File: src/sv/nsm_pkg.sv
// ---------------------------------------------------------------------------
// nsm_pkg
// Shared types and constants of the NFA subset matcher: table geometry,
// word formats of both channels, mode and register codes, and the control
// and status bundles between the sequencer and the datapath.
// ---------------------------------------------------------------------------
`default_nettype none

package nsm_pkg;

  // automaton geometry
  localparam int NUM_STATES  = 32;
  localparam int NUM_SYMBOLS = 128;
  localparam int STATE_W     = $clog2(NUM_STATES);
  localparam int SYM_W       = $clog2(NUM_SYMBOLS);
  localparam int ROWS        = NUM_STATES * NUM_SYMBOLS;
  localparam int ADDR_W      = STATE_W + SYM_W;

  // configuration port
  localparam int CFG_W     = 32;
  localparam int CFG_IDX_W = 1;
  localparam logic [CFG_IDX_W-1:0] REG_ACCEPT_MASK = 1'b0;
  localparam logic [CFG_IDX_W-1:0] REG_START_MASK  = 1'b1;

  // one bit per state
  typedef logic [NUM_STATES-1:0] row_t;

  // operation codes carried in the mode field
  typedef enum logic [1:0] {
    MODE_ADD  = 2'd0,
    MODE_STEP = 2'd1,
    MODE_END  = 2'd2,
    MODE_NOP  = 2'd3
  } mode_e;

  // sequencer states
  typedef enum logic [2:0] {
    ST_CLEAR,
    ST_IDLE,
    ST_ADD_RD,
    ST_ADD_WR,
    ST_STEP,
    ST_DRAIN,
    ST_EMIT
  } state_e;

  // input word
  typedef struct packed {
    logic [1:0] mode;
    logic [6:0] symbol;
    logic [4:0] src_state;
    logic [4:0] dst_state;
  } in_word_t;

  // result word
  typedef struct packed {
    logic        accepted;
    logic [31:0] active_set;
    logic        string_done;
  } out_word_t;

  // sequencer to datapath
  typedef struct packed {
    logic               item_take;
    logic [1:0]         mode;
    logic               acc_en;
    logic [STATE_W-1:0] rd_state;
    logic               row_merge;
    logic [STATE_W-1:0] dst_state;
    logic               commit;
    logic               out_load;
  } ctrl_t;

  // datapath to sequencer
  typedef struct packed {
    logic out_free;
  } stat_t;

endpackage

`default_nettype wire

File: src/sv/nsm_dp.sv
// ---------------------------------------------------------------------------
// nsm_dp
// Datapath of the NFA subset matcher: configuration registers, active set,
// the shared row merge unit, result flags and the output register.
// ---------------------------------------------------------------------------
`default_nettype none

module nsm_dp (
  input  wire logic                          clk_i,
  input  wire logic                          rst_ni,
  input  wire logic                          cfg_we_i,
  input  wire logic [nsm_pkg::CFG_IDX_W-1:0] cfg_idx_i,
  input  wire logic [nsm_pkg::CFG_W-1:0]     cfg_data_i,
  input  wire nsm_pkg::ctrl_t                ctrl_i,
  input  wire nsm_pkg::row_t                 rdata_i,
  output      nsm_pkg::row_t                 wr_row_o,
  output      nsm_pkg::stat_t                stat_o,
  output      logic                          out_valid_o,
  input  wire logic                          out_ready_i,
  output      nsm_pkg::out_word_t            out_data_o
);

  nsm_pkg::row_t      accept_mask_q;
  nsm_pkg::row_t      start_mask_q;
  nsm_pkg::row_t      active_q;
  nsm_pkg::row_t      acc_q;
  logic               acc_flag_q;
  logic               done_q;
  logic               out_valid_q;
  nsm_pkg::out_word_t out_data_q;
  nsm_pkg::row_t      or_a;
  nsm_pkg::row_t      or_b;
  nsm_pkg::row_t      or_res;
  logic               is_end;

  assign is_end = (ctrl_i.mode == nsm_pkg::MODE_END);

  // shared merge unit: set a destination bit or fold in a state's row
  always_comb begin
    if (ctrl_i.row_merge) begin
      or_a = rdata_i;
      or_b = nsm_pkg::row_t'(1) << ctrl_i.dst_state;
    end else begin
      or_a = acc_q;
      or_b = active_q[ctrl_i.rd_state] ? rdata_i : '0;
    end
    or_res = or_a | or_b;
  end

  assign wr_row_o = or_res;

  // configuration registers
  always_ff @(posedge clk_i or negedge rst_ni) begin
    if (!rst_ni) begin
      accept_mask_q <= '0;
      start_mask_q  <= nsm_pkg::row_t'(1);
    end else if (cfg_we_i) begin
      unique case (cfg_idx_i)
        nsm_pkg::REG_ACCEPT_MASK: accept_mask_q <= cfg_data_i[nsm_pkg::NUM_STATES-1:0];
        nsm_pkg::REG_START_MASK:  start_mask_q  <= cfg_data_i[nsm_pkg::NUM_STATES-1:0];
        default: ;
      endcase
    end
  end

  // active set, row accumulator and result flags
  always_ff @(posedge clk_i or negedge rst_ni) begin
    if (!rst_ni) begin
      active_q   <= nsm_pkg::row_t'(1);
      acc_q      <= '0;
      acc_flag_q <= 1'b0;
      done_q     <= 1'b0;
    end else begin
      if (ctrl_i.item_take) begin
        acc_q      <= '0;
        acc_flag_q <= is_end && ((active_q & accept_mask_q) != '0);
        done_q     <= is_end;
      end else if (ctrl_i.acc_en) begin
        acc_q <= or_res;
      end
      if (ctrl_i.item_take && is_end) begin
        active_q <= start_mask_q;
      end else if (ctrl_i.commit) begin
        active_q <= or_res;
      end
    end
  end

  // output register valid
  always_ff @(posedge clk_i or negedge rst_ni) begin
    if (!rst_ni) begin
      out_valid_q <= 1'b0;
    end else if (ctrl_i.out_load) begin
      out_valid_q <= 1'b1;
    end else if (out_ready_i) begin
      out_valid_q <= 1'b0;
    end
  end

  // output register word
  always_ff @(posedge clk_i) begin
    if (ctrl_i.out_load) begin
      out_data_q.accepted    <= acc_flag_q;
      out_data_q.active_set  <= 32'(active_q);
      out_data_q.string_done <= done_q;
    end
  end

  assign stat_o.out_free = !out_valid_q || out_ready_i;
  assign out_valid_o     = out_valid_q;
  assign out_data_o      = out_data_q;

endmodule

`default_nettype wire

File: config.mk
export PLATFORM = sky130hd
export DESIGN_NAME = nsm_dp
export DESIGN_NICKNAME = d
export VERILOG_FILES = /design/src/sv/nsm_pkg.sv /design/src/sv/nsm_dp.sv
export SDC_FILE = /design/constraint.sdc
export NUM_CORES = 1
export LEC_CHECK = 0
export BUFFER_PORTS_ARGS = -buffer_cell sky130_fd_sc_hd__buf_2
export CORE_ASPECT_RATIO = 1.1
export CORE_MARGIN = 4
export CORE_UTILIZATION = 40
export CTS_BUF_LIST = sky130_fd_sc_hd__clkbuf_16
export DETAILED_ROUTE_END_ITERATION = 8
export SLEW_MARGIN = 20
export SYNTH_ARGS = -nofsm -noshare
export SYNTH_HDL_FRONTEND = slang
export SYNTH_SLANG_ARGS = --single-unit
File: constraint.sdc
create_clock -name clk_i -period 3.25 [get_ports clk_i]
set_input_delay 0.65 -clock clk_i [delete_from_list [all_inputs] [get_ports clk_i]]
set_output_delay 0.65 -clock clk_i [all_outputs]
set_load 0.005 [all_outputs]
==> results.py <==
metrics = {
    "status": {
        "outcome": "finished clean",
    },
    "clock_network": {
        "clk_latency_ns": 0.43,
        "ctsHoldBuffers": 0,
        "cts-root-buf": "clkbuf_16",
        "numCtsBuffers": 17,
        "path_clk_slew_ns": 0.07,
        "numClockSinks": 165,
        "cts_max_level": 4,
        "ctsLongestPathBuffers": 2,
        "cts_tree": "yes",
    },
    "synthesis": {
        "ys_seq_elements": 165,
        "syn-cell-area_mm2": 0.00818,
        "syn-num-nets": 839,
        "synth_edf_count": 34,
        "synthArstFlopShare_pct": 79.4,
        "ys_types": 39,
        "synth_area_leader_cell": "dfrtp_1",
        "ys_warn_count": 0,
        "postSynthAreaPerCell_um2": 10.9,
        "synth_seq_area_share_pct": 52.6,
        "synth_top_area_share_pct": 39.4,
        "postSynthCellCount": 753,
        "synth.area.top_cells": "dfrtp_1 39%, edfxtp_1 12%, mux2_2 8.9%",
        "postSynth.topFlopCell": "dfrtp_1",
    },
    "grt": {
        "grt_usage_pct": 22.8,
        "grt_max_degree": 67,
        "leftover_overflow_at_the_end_of_global_routing": 0,
        "grt_pass1_vias": 6529,
        "grt_antenna_before_repair": 2,
        "grt_first_pass_wirelength_um": 39200,
    },
    "critical_path": {
        "reg2reg_setup_slack_ns": 0.88,
        "crit_path_end": "wr_row_o[18]",
        "critical_path_cell_count": 6,
        "worstPathMaxFanout": 8,
        "critical_path.reg2reg.startpoint": "active_q[17]",
        "cp_slowest_stage_delay_ns": 0.49,
        "worst_setup_path_start_kind": "register",
        "r2r_cells": 7,
        "timing.critical_path.buf_inv": 1,
        "worst_path_dominant_cell_family": "multiplexers",
        "worstReg2RegEnd": "acc_q[21]",
        "cp_data_required_time_ns": 2.60,
        "worstSetupStartpoint": "active_q[17]",
        "critPathArrivalTime_ns": 2.58,
        "worst_path_max_delay_cell": "mux4_2",
        "setup.worst_path.class": "register to primary output",
        "crit_top_cell": "mux4_2",
        "crit_path_end_kind": "primary output",
        "crit_path_cell_trace": "mux4_2, mux4_2, o22a_4, and3_4, a21o_1, buf_2",
    },
    "power": {
        "ir_drop_mv": 0.376,
        "leakage_nw": 4.40,
        "switching_power_mw": 1.70,
        "p_comb_share_pct": 19.5,
        "cellPowerDensity_mw_per_mm2": 582,
        "power_consumption_mw": 5.89,
        "cellInternalPower_mw": 4.18,
        "p_clk_share_pct": 36.2,
        "power.share.sequential_pct": 44.4,
        "power_switching_share_pct": 28.9,
    },
    "placed_design": {
        "portBuffers": 153,
        "placed_cell_area_mm2": 0.00935,
        "finalWeightedCongestion": 0.842,
        "place_hpwl_um": 18600,
        "dp.cells": 1137,
        "dp_worst_setup_slack_ns": 0.0411,
    },
    "layout": {
        "fin_nets": 1005,
        "area_delta_synth_final_pct": 23.6,
        "final_area_mm2": 0.0101,
        "share_of_layout_cells_above_drive_strength_1_pct": 35.5,
        "finalCoreUtilization_pct": 50.6,
        "finalNonFillerCells": 1185,
        "commonest_non_fill_non_tap_cell_in_the_layout": "buf_2",
        "most_used_cells_in_the_layout_excluding_fill_and_tap_cells": "152 x buf_2, 118 x dfrtp_1, 74 x a21oi_1",
    },
    "timing": {
        "report.final.slew_viol_count": 0,
        "max_freq_mhz": 309,
        "period_share_pct": 99.5,
        "period_needed_ns": 3.23,
        "worst_slew_pin_slew_ns": 0.775,
        "timing.slew.headroom_pct": 48.3,
        "setup_viol_count_final": 0,
        "layout_setup_ws_ns": 0.0153,
        "grt_setup_unrepaired": "yes",
        "finalHoldViolCount": 0,
        "final.setup_skew_ns": 0.0144,
    },
    "die": {
        "number_of_rows_in_the_core_area": 54,
        "die_width_um": 144,
        "io_pins": 154,
        "floorplan.initialDensity_pct": 40.9,
        "coreArea_mm2": 0.0200,
        "dieArea_mm2": 0.0228,
        "die_height_um": 158,
    },
    "route": {
        "detailedRoute.firstIterationViolations": 641,
        "ant_nets": 0,
        "vias": 6851,
        "viasPerCell": 5.78,
        "drcViolationCount": 0,
        "routed_wl_um": 25900,
        "wirelength_per_cell_um": 21.8,
        "drt-pass1-iter-count": 5,
    },
    "run": {
        "timing.max_cap.violations": 0,
    },
    "min_path": {
        "hold_path_class": "primary input to asynchronous set/reset pin",
    },
}
[layer usage]
metal	global-route usage (%)	vias to the layer above	share of wire, %
met2	33.8	263	46
met1	34.3	3396	46
met5	0	-	0.050
li1	-	3160	-
met3	4.02	30	6.2
met4	6.75	2	1.8
[cell usage after synthesis, types with 2 or more instances]
| cell type | count |
|---|---|
| a21o_1 | 16 |
| a21oi_1 | 74 |
| a221oi_1 | 20 |
| a22o_1 | 4 |
| a22oi_1 | 9 |
| a311oi_1 | 16 |
| a31oi_1 | 22 |
| and2_1 | 18 |
| and4b_1 | 2 |
| buf_1 | 11 |
| buf_2 | 2 |
| buf_6 | 4 |
| clkbuf_1 | 45 |
| clkbuf_2 | 2 |
| dfrtp_1 | 129 |
| dfstp_2 | 2 |
| edfxtp_1 | 34 |
| inv_1 | 3 |
| mux2_2 | 65 |
| mux2i_1 | 20 |
| mux4_2 | 6 |
| nand2_1 | 35 |
| nand2b_1 | 2 |
| nand3_1 | 2 |
| nand3b_1 | 18 |
| nand4_1 | 36 |
| nor2_1 | 53 |
| nor2b_1 | 25 |
| nor3_1 | 3 |
| nor3b_1 | 18 |
| o21ai_0 | 49 |
[power by group through the flow]
stage	Sequential, mW	Clock (mW)	Combinational (mW)
after floorplan	2.57	0	0.623
after global placement	2.67	0	1.04
after detailed placement	2.67	0	1.05
after CTS	2.62	2.15	1.13
after global routing	2.64	2.24	1.26
final	2.61	2.13	1.15
[worst min path at each step]
stage                start       endpoint  slack, ns  depth (start not counted)
floorplan           rst_ni     acc_flag_q       0.35                          0
global placement    done_q  out_data_o[0]       0.43                          0
detailed placement  done_q  out_data_o[0]       0.44                          0
CTS                 rst_ni      acc_q[24]       0.16                          1
global route        rst_ni      acc_q[24]       0.18                          1
finish              rst_ni      acc_q[24]       0.16                          1
[registers in the layout, indices dropped and copies added, names as in the netlist]
name,cells
out_data_o,34
out_valid_o,1
accept_mask_q,32
start_mask_q,32
acc_q,32
acc_flag_q,1
done_q,1
active_q,32
[stage by stage]
step / setup TNS [ns] / hold slack (ns)
6_report: 0 / 0.162
2_1_floorplan: 0 / 0.354
4_1_cts: 0 / 0.161
5_1_grt: -0.375 / 0.182
3_5_place_dp: 0 / 0.442
3_3_place_gp: 0 / 0.433
[cells by family after synthesis]
| family | Yosys count | share of synthesized area [%] |
|---|---|---|
| simple gates | 215 | 14.4 |
| compound gates | 213 | 16.1 |
| flops | 165 | 52.6 |
| mux | 92 | 13.4 |
| buf+inv | 68 | 3.55 |
[timing repair]
| item | 4_1_cts | 5_1_grt |
|---|---|---|
| setup buffers | 9 | 5 |
| pin swaps | 1 | 0 |
| gates resized for setup | 15 | 1 |
| endpoints found under the setup margin | 32 | 28 |
| gates cloned | 1 | 0 |
[cell type report]
class	instances	area (µm²)
Antenna cell	1	2.50
Timing Repair Buffer	210	1240
Sequential cell	165	4320
Inverter	4	15.0
Tap cell	252	315
Clock inverter	15	190
Clock buffer	17	425
Fill cell	1877	9880
Multi-Input combinational cell	521	3610
No activity file was read; power rests on OpenSTA's default activity.
