--- config.mk ---
export PLATFORM = sky130hd
export DESIGN_NAME = nsm_ctrl
export DESIGN_NICKNAME = d
export VERILOG_FILES = /design/src/sv/nsm_pkg.sv /design/src/sv/nsm_ctrl.sv
export SDC_FILE = /design/constraint.sdc
export NUM_CORES = 1
export LEC_CHECK = 0
export CELL_PAD_IN_SITES_DETAIL_PLACEMENT = 1
export CELL_PAD_IN_SITES_GLOBAL_PLACEMENT = 1
export CORE_UTILIZATION = 35
export CTS_CLUSTER_SIZE = 16
export DETAILED_ROUTE_END_ITERATION = 8
export DONT_BUFFER_PORTS = 1
export GPL_ROUTABILITY_DRIVEN = 0
export PLACE_DENSITY = 0.6
export SYNTH_ARGS = -nofsm -noshare
export SYNTH_HDL_FRONTEND = slang
export SYNTH_SLANG_ARGS = --single-unit
--- constraint.sdc ---
create_clock -name clk_i -period 3.5 [get_ports clk_i]
set_input_delay 0.35 -clock clk_i [delete_from_list [all_inputs] [get_ports clk_i]]
set_output_delay 0.35 -clock clk_i [all_outputs]
set_load 0.02 [all_outputs]
--- src/sv/nsm_pkg.sv ---
// ---------------------------------------------------------------------------
// nsm_pkg
// Shared types and constants of the NFA subset matcher: table geometry,
// word formats of both channels, mode and register codes, and the control
// and status bundles between the sequencer and the datapath.
// ---------------------------------------------------------------------------
`default_nettype none

package nsm_pkg;

  // automaton geometry
  localparam int NUM_STATES  = 32;
  localparam int NUM_SYMBOLS = 128;
  localparam int STATE_W     = $clog2(NUM_STATES);
  localparam int SYM_W       = $clog2(NUM_SYMBOLS);
  localparam int ROWS        = NUM_STATES * NUM_SYMBOLS;
  localparam int ADDR_W      = STATE_W + SYM_W;

  // configuration port
  localparam int CFG_W     = 32;
  localparam int CFG_IDX_W = 1;
  localparam logic [CFG_IDX_W-1:0] REG_ACCEPT_MASK = 1'b0;
  localparam logic [CFG_IDX_W-1:0] REG_START_MASK  = 1'b1;

  // one bit per state
  typedef logic [NUM_STATES-1:0] row_t;

  // operation codes carried in the mode field
  typedef enum logic [1:0] {
    MODE_ADD  = 2'd0,
    MODE_STEP = 2'd1,
    MODE_END  = 2'd2,
    MODE_NOP  = 2'd3
  } mode_e;

  // sequencer states
  typedef enum logic [2:0] {
    ST_CLEAR,
    ST_IDLE,
    ST_ADD_RD,
    ST_ADD_WR,
    ST_STEP,
    ST_DRAIN,
    ST_EMIT
  } state_e;

  // input word
  typedef struct packed {
    logic [1:0] mode;
    logic [6:0] symbol;
    logic [4:0] src_state;
    logic [4:0] dst_state;
  } in_word_t;

  // result word
  typedef struct packed {
    logic        accepted;
    logic [31:0] active_set;
    logic        string_done;
  } out_word_t;

  // sequencer to datapath
  typedef struct packed {
    logic               item_take;
    logic [1:0]         mode;
    logic               acc_en;
    logic [STATE_W-1:0] rd_state;
    logic               row_merge;
    logic [STATE_W-1:0] dst_state;
    logic               commit;
    logic               out_load;
  } ctrl_t;

  // datapath to sequencer
  typedef struct packed {
    logic out_free;
  } stat_t;

endpackage

`default_nettype wire

--- src/sv/nsm_ctrl.sv ---
// ---------------------------------------------------------------------------
// nsm_ctrl
// Sequencer of the NFA subset matcher: clearing pass, item capture, table
// address generation, row read-modify-write and the per-state row sweep.
// ---------------------------------------------------------------------------
`default_nettype none

module nsm_ctrl (
  input  wire logic                       clk_i,
  input  wire logic                       rst_ni,
  input  wire logic                       in_valid_i,
  input  wire nsm_pkg::in_word_t          in_data_i,
  output      logic                       in_ready_o,
  input  wire nsm_pkg::stat_t             stat_i,
  output      nsm_pkg::ctrl_t             ctrl_o,
  output      logic [nsm_pkg::ADDR_W-1:0] ram_addr_o,
  output      logic                       ram_we_o,
  output      logic                       ram_zero_o
);

  nsm_pkg::state_e              state_q, state_d;
  logic [nsm_pkg::ADDR_W-1:0]   clr_q, clr_d;
  logic [nsm_pkg::STATE_W-1:0]  cnt_q, cnt_d;
  logic [nsm_pkg::STATE_W-1:0]  rd_st_q, rd_st_d;
  logic                         rd_vld_q, rd_vld_d;
  logic [nsm_pkg::SYM_W-1:0]    sym_q;
  logic [nsm_pkg::STATE_W-1:0]  src_q;
  logic [nsm_pkg::STATE_W-1:0]  dst_q;
  logic                         take;

  // control registers
  always_ff @(posedge clk_i or negedge rst_ni) begin
    if (!rst_ni) begin
      state_q  <= nsm_pkg::ST_CLEAR;
      clr_q    <= '0;
      cnt_q    <= '0;
      rd_st_q  <= '0;
      rd_vld_q <= 1'b0;
    end else begin
      state_q  <= state_d;
      clr_q    <= clr_d;
      cnt_q    <= cnt_d;
      rd_st_q  <= rd_st_d;
      rd_vld_q <= rd_vld_d;
    end
  end

  // captured word fields
  always_ff @(posedge clk_i) begin
    if (take) begin
      sym_q <= in_data_i.symbol;
      src_q <= in_data_i.src_state;
      dst_q <= in_data_i.dst_state;
    end
  end

  // next state and outputs
  always_comb begin
    state_d    = state_q;
    clr_d      = clr_q;
    cnt_d      = cnt_q;
    rd_st_d    = rd_st_q;
    rd_vld_d   = 1'b0;
    in_ready_o = 1'b0;
    take       = 1'b0;
    ram_addr_o = {src_q, sym_q};
    ram_we_o   = 1'b0;
    ram_zero_o = 1'b0;
    ctrl_o     = '0;

    unique case (state_q)
      // zero the table one row per cycle after reset
      nsm_pkg::ST_CLEAR: begin
        ram_addr_o = clr_q;
        ram_we_o   = 1'b1;
        ram_zero_o = 1'b1;
        clr_d      = clr_q + 1'b1;
        if (clr_q == nsm_pkg::ADDR_W'(nsm_pkg::ROWS - 1)) begin
          state_d = nsm_pkg::ST_IDLE;
        end
      end
      nsm_pkg::ST_IDLE: begin
        in_ready_o = 1'b1;
        if (in_valid_i) begin
          take = 1'b1;
          case (nsm_pkg::mode_e'(in_data_i.mode))
            nsm_pkg::MODE_ADD: state_d = nsm_pkg::ST_ADD_RD;
            nsm_pkg::MODE_STEP: begin
              cnt_d   = '0;
              state_d = nsm_pkg::ST_STEP;
            end
            default: state_d = nsm_pkg::ST_EMIT;
          endcase
        end
      end
      // read the row of the new transition
      nsm_pkg::ST_ADD_RD: begin
        state_d = nsm_pkg::ST_ADD_WR;
      end
      // write it back with the destination bit set
      nsm_pkg::ST_ADD_WR: begin
        ram_we_o = 1'b1;
        state_d  = nsm_pkg::ST_EMIT;
      end
      // one row read per state, data comes back in the following cycle
      nsm_pkg::ST_STEP: begin
        ram_addr_o = {cnt_q, sym_q};
        rd_vld_d   = 1'b1;
        rd_st_d    = cnt_q;
        cnt_d      = cnt_q + 1'b1;
        if (cnt_q == nsm_pkg::STATE_W'(nsm_pkg::NUM_STATES - 1)) begin
          state_d = nsm_pkg::ST_DRAIN;
        end
      end
      // last row merges and the new set is committed
      nsm_pkg::ST_DRAIN: begin
        ctrl_o.commit = 1'b1;
        state_d       = nsm_pkg::ST_EMIT;
      end
      // hand the result to the output register once it is free
      nsm_pkg::ST_EMIT: begin
        if (stat_i.out_free) begin
          ctrl_o.out_load = 1'b1;
          state_d         = nsm_pkg::ST_IDLE;
        end
      end
      default: state_d = nsm_pkg::ST_IDLE;
    endcase

    ctrl_o.item_take = take;
    ctrl_o.mode      = in_data_i.mode;
    ctrl_o.acc_en    = rd_vld_q;
    ctrl_o.rd_state  = rd_st_q;
    ctrl_o.row_merge = (state_q == nsm_pkg::ST_ADD_WR);
    ctrl_o.dst_state = dst_q;
  end

endmodule

`default_nettype wire

==> flow_summary.yaml, run 1 <==
run_status:
  outcome: "completed"
pwr:
  power_frac_comb_pct: 36.1
  ir_drop_uv: 308.0
  cellPowerDensity_mw_per_mm2: 851.9
  seqPwrFrac_pct: 47.8
  p_int_uw: 1030
  p_clk_share_pct: 16.1
  p_sw_uw: 833.6
  leakagePower_uw: 0.0009508
  p_sw_share_pct: 44.74
global_route:
  grt_pass1_wl_um: 7072
  gr-total-overflow: 0
  grt_max_degree: 27
  grt_pass1_vias: 1389
  antenna_found_initial: 0
  grtUsageTotal_pct: 15.42
placed_design:
  pre_cts_ws_ns: 1.274
  portBuffers: 0
  dp_hpwl_um: 3172
die:
  ioPinCount: 55
  num_rows: 27
  die_w_um: 78.71
  die_area_mm2: 0.006195
  core_mm2: 0.005574
  start_util_pct: 36.95
  die_h_um: 78.71
detailed_routing:
  drtIter0Drc: 45
  num_vias: 1316
  highest_layer: "met4"
  wl_met3_um: 286
  viasPerCell: 5.243
  drc_errors: 0
  wl_met1_um: 1909
  final_antenna_net_count: 0
  met2_length_um: 2014
  wl_per_cell_um: 16.99
  drtPass1Iterations: 4
  routed_wl_um: 4264
sta:
  slew_headroom_pct: 36.85
  rsz0062_at_grt: "false"
  setup-tns-final_ns: 0
  drv_slew: 0
  hold_ws_ns: 0.1489
  finalSetupViolCount: 0
  clock_skew_ns: 0.008383
  min_period_ns: 2.542
  max_freq_mhz: 393.4
  worst_pin_slew_ns: 0.9473
  worst_slack_ns: 0.9580
  hold_viol: 0
  period_share_pct: 72.63
clock_network:
  clock_sinks: 43
  cts-htree-levels: 2
  cts_buffers: 5
  clk_path_buf_depth: 2
  cts_tree: "built"
  clkTransAtPathRegs_ns: 0.08
  post-cts-setup-buffers: 0
  root_buffer: "clkbuf_8"
  clk_latency_ns: 0.29
yosys:
  yosysUniqueCellTypes: 37
  synthCells: 181
  syn-cell-area_mm2: 0.002059
  ys.flop_type: "dfrtp_1"
  ys_ff_latch: 43
  synth-seq-area-share_pct: 56.38
  syn_nets: 207
  synthArstFlopShare_pct: 60.47
  synth_edf_count: 17
  avgSynthCellArea_um2: 11.38
  synth_warnings: 0
setup_path:
  crit_fanout: 20
  required_ns: 3.15
  rrSetupSlack_ns: 1.44
  cp-end-kind: "output port"
  critPathKind: "reg2out"
  crit_path_start_kind: "flop"
  cp.arrival_ns: 2.19
flow_run:
  maxCapViolCount: 0
finish:
  synthToLayoutAreaGrowth_pct: 6.197
  layout.nets: 204
  drive_gt1_share_pct: 10.61
  num-fill-cells: 628
  regArea_mm2: 0.001161
  antenna_cells: 0
  multi_input_area_um2: 799.5
min_path:
  hold_class: "in2reg"
[cell families (layout without fill, tap and decap cells)]
| logic type | Yosys count | after routing | share of synthesized area [%] |
|---|---|---|---|
| simple gates | 72 | 72 | 19.08 |
| compound gates | 22 | 22 | 7.109 |
| buf+inv | 18 | 16 | 4.799 |
| mux | 12 | 12 | 6.136 |
| fa+ha+maj | 3 | 3 | 1.823 |
| xor+xnor | 11 | 11 | 4.678 |
| flops | 43 | 43 | 56.38 |
[layout by cell type, fill, tap and decap left out, drive strengths merged, types with 2 or more instances in the layout]
cell,n
a21oi,7
and3,2
clkbuf,5
clkinv,4
dfrtp,26
edfxtp,17
ha,3
inv,5
mux2,5
mux2i,7
nand2,30
nand3,3
nand4,3
nand4b,2
nor2,14
nor3,6
nor3b,3
nor4,3
o21ai,4
o2bb2ai,5
xnor2,5
xor2,6
[metrics by stage]
step                      cells  utilization [%]  cell area, um2  power [uW]
after floorplan             181                -            2059        1455
after global placement      241            37.19            2073        1541
after detailed placement    241            37.19            2073        1576
after CTS                   251            39.24            2187        1895
after global routing        251            39.24            2187        2000
final                       251            39.24            2187        1863
[power groups by stage]
stage | combinational, uW | clock [uW] | sequential, uW
after floorplan | 665 | 0 | 790
after global placement | 647 | 0 | 894
after detailed placement | 673 | 0 | 903
after CTS | 688 | 314 | 893
after global routing | 753 | 331 | 916
final | 673 | 300 | 890
[synth_stat cells, types with 2 or more instances]
library cell | count | area, um2
nand4b_1 | 2 | 17.52
nand3_1 | 3 | 15.01
nand4_1 | 3 | 18.77
and3_1 | 2 | 12.51
a21oi_1 | 7 | 35.03
xnor2_1 | 5 | 43.79
nand2_1 | 30 | 112.6
o21ai_0 | 4 | 20.02
nor4_4 | 3 | 63.81
buf_6 | 2 | 22.52
nor2_1 | 14 | 52.55
nor3b_1 | 3 | 22.52
mux2_2 | 5 | 56.30
buf_4 | 4 | 30.03
dfrtp_1 | 26 | 650.6
xor2_1 | 6 | 52.55
o2bb2ai_1 | 5 | 43.79
ha_1 | 3 | 37.54
inv_1 | 5 | 18.77
mux2i_1 | 7 | 70.07
edfxtp_1 | 17 | 510.5
nor3_1 | 6 | 30.03
clkbuf_1 | 5 | 18.77
[critical path: stages (launching register included)]
cell and delay (ns):
dfrtp_1 0.71, or3_4 0.41, clkinv_1 0.41, nand2_1 0.19, nand2_1 0.16
[layout make-up]
| cell class | count | share of cell area (%) |
|---|---|---|
| clock buffers | 5 | 3.146 |
| flip-flops and latches | 43 | 53.09 |
| well taps | 72 | 4.119 |
| inverters | 6 | 1.030 |
| multi-input cells | 120 | 36.56 |
| repair buffers | 2 | 1.373 |
| clock inverters | 3 | 0.6865 |
[registers in the layout, summed over array words and instances, names as in the netlist]
name      cells
dst_q         5
sym_q         7
src_q         5
cnt_q         5
rd_st_q       5
state_q       3
rd_vld_q      1
clr_q        12
[per-layer routing]
layer / up-vias / GRT usage, %
met5: - / 0
met4: 0 / 6.111
met3: 5 / 5.402
met2: 44 / 25.22
met1: 645 / 18.50
li1: 622 / -
[repair_timing]
| item | 4_1_cts | 5_1_grt |
|---|---|---|
| hold buffers | 2 | 0 |
| gates resized for setup | 0 | 0 |
| endpoints found under the hold margin | 26 | 0 |
[final timing paths]
check,from,endpoint,cells past startpoint
max,state_q[2]$_DFFE_PN0P_,ram_addr_o[3],4
min,in_data_i[14],sym_q[4]$_DFFE_PP_,0
max reg2reg,state_q[2]$_DFFE_PN0P_,dst_q[0]$_DFFE_PP_,2
min reg2reg,clr_q[11]$_DFFE_PN0N_,clr_q[11]$_DFFE_PN0N_,1
max in group asynchronous,rst_ni,clr_q[11]$_DFFE_PN0N_,2
min in group asynchronous,rst_ni,cnt_q[1]$_DFFE_PN0P_,2
(Power assumes the default switching activity.)
==> inputs of run 2 (changes only) <==
clock period = 2.45 ns   (was 3.5 ns; I/O delays follow)
==> run 2 against run 1 <==
Final cell count is 2.4% higher. Clock-buffer cell count did not move. Wire length rose by 4.9%. Critical path depth did not move. Global-route usage about the same. First-iteration DRC count shrank 38%. Non-clock buffer count up 6. Largest cell class unchanged.
==> flow_summary.yaml, run 2 (synthesis results as in run 1) <==
run_status:
  outcome: "completed"
sta:
  drv_slew: 0
  period_share_pct: 89.71
  min_period_ns: 2.198
  max_freq_mhz: 455.0
  clock_skew_ns: 0.008503
  hold_viol: 0
  rsz0062_at_grt: "false"
  finalSetupViolCount: 0
  slew_headroom_pct: 50.77
  setup-tns-final_ns: 0
  worst_pin_slew_ns: 0.7307
clock_network:
  cts_buffers: 5
  cts_resized: 0
  clkTransAtPathRegs_ns: 0.09
  clk_latency_ns: 0.30
  clock_sinks: 43
  root_buffer: "clkbuf_8"
  cts-htree-levels: 2
  cts_tree: "built"
  clk_path_buf_depth: 2
global_route:
  grt_pass1_vias: 1442
  gr-total-overflow: 0
  antenna_found_initial: 0
  grt_pass1_wl_um: 7210
  grtUsageTotal_pct: 15.46
  grt_max_degree: 27
min_path:
  min_path_cells: 0
  worstHoldStart: "in_data_i[16]"
  hold_end: "sym_q[6]$_DFFE_PP_"
  hold_class: "in2reg"
setup_path:
  critPathKind: "reg2out"
  r2r-start: "cnt_q[0]$_DFFE_PN0P_"
  ff2ff_path_depth: 6
  crit-reg2reg-capture: "state_q[0]$_DFFE_PN0P_"
  cp.arrival_ns: 1.95
  rrSetupSlack_ns: 0.70
  crit_path_start_kind: "flop"
  crit_fanout: 20
  cp-end-kind: "output port"
  required_ns: 2.20
detailed_routing:
  final_antenna_net_count: 0
  routed_wl_um: 4475
  wl_per_cell_um: 17.41
  drtPass1Iterations: 4
  drtIter0Drc: 28
  num_vias: 1352
  viasPerCell: 5.261
  drc_errors: 0
finish:
  layout.nets: 210
  largest_reg_flops: 12
  layout_top_registers: "clr_q: 12 flops, sym_q: 7 flops"
  synthToLayoutAreaGrowth_pct: 9.781
  drive_gt1_share_pct: 13.51
  regMostFlops: "clr_q"
  layout_common_cells: "nand2_1, dfrtp_1, edfxtp_1, nor2_1"
  final_cell_area_mm2: 0.002261
  antenna_cells: 0
  final_common_cell: "nand2_1"
die:
  core_mm2: 0.005574
  num_rows: 27
  die_area_mm2: 0.006195
  die_h_um: 78.71
  die_w_um: 78.71
  start_util_pct: 36.95
  ioPinCount: 55
flow_run:
  maxCapViolCount: 0
pwr:
  leakagePower_uw: 0.0009918
  ir_drop_uv: 519.8
  cellPowerDensity_mw_per_mm2: 1266
placed_design:
  portBuffers: 0
  place_area_mm2: 0.002118
  dp_hpwl_um: 3238
## run 2: cell count changes in the layout (fill, tap and decap cells not counted)
cell / change
buf_4: +6
clkinv_2: -2
bufinv_16: +1
clkinv_4: +1
## run 2: through the flow
stage	total power (uW)	std cells	setup slack, ns	hold slack [ns]	utilization, %
6_report	2863	257	0.2520	0.03416	40.56
5_1_grt	3046	257	0.1011	0.01784	40.56
4_1_cts	2891	257	0.2397	0.02317	40.56
3_5_place_dp	2322	247	0.5768	-0.05007	38.00
3_3_place_gp	2262	247	0.6342	-0.04997	38.00
2_1_floorplan	2079	181	0.5068	-0.05059	-
## run 2: where the power goes
| group | switching, uW | leakage (uW) | internal, uW |
|---|---|---|---|
| sequential | 307 | 0.000486 | 936 |
| clock | 249 | 0.0000581 | 303 |
| combinational | 683 | 0.000448 | 385 |
## run 2: cell type report
| type | instances | area [um2] |
|---|---|---|
| repair buffers | 8 | 75.07 |
| inverters | 6 | 22.52 |
| fillers | 618 | 3313 |
| multi-input cells | 120 | 799.5 |
| clock buffers | 5 | 68.82 |
| flip-flops and latches | 43 | 1161 |
| clock inverters | 3 | 43.79 |
| well taps | 72 | 90.09 |
## run 2: worst max-delay path by stage
stage | to | slack, ns | from
3_3_place_gp | ram_addr_o[6] | 0.63 | state_q[0]$_DFFE_PN0P_
3_5_place_dp | ram_addr_o[0] | 0.58 | state_q[0]$_DFFE_PN0P_
2_1_floorplan | ram_addr_o[4] | 0.51 | state_q[2]$_DFFE_PN0P_
5_1_grt | ram_addr_o[2] | 0.10 | state_q[0]$_DFFE_PN0P_
4_1_cts | ram_addr_o[0] | 0.24 | state_q[0]$_DFFE_PN0P_
6_report | ram_addr_o[0] | 0.25 | state_q[0]$_DFFE_PN0P_
## run 2: per-layer routing
layer / share of wire (%) / routed length, um / GRT usage [%]
met1: 45 / 2009 / 19.50
met2: 47 / 2122 / 24.35
met3: 5.7 / 253 / 4.483
met4: 2.0 / 89 / 7.222
met5: 0 / 0 / 0
## run 2: timing repair
action / in CTS / in global routing
buffers inserted: 0 / 0
hold buffers: 2 / 0
hold endpoints to repair: 26 / 0
setup endpoints to repair: 0 / 0
## run 2: critical path, stage by stage (launching register included)
cell      delay, ns
dfrtp_1        0.64
or3_4          0.39
clkinv_1       0.31
nand2_1        0.15
nand2_1        0.16
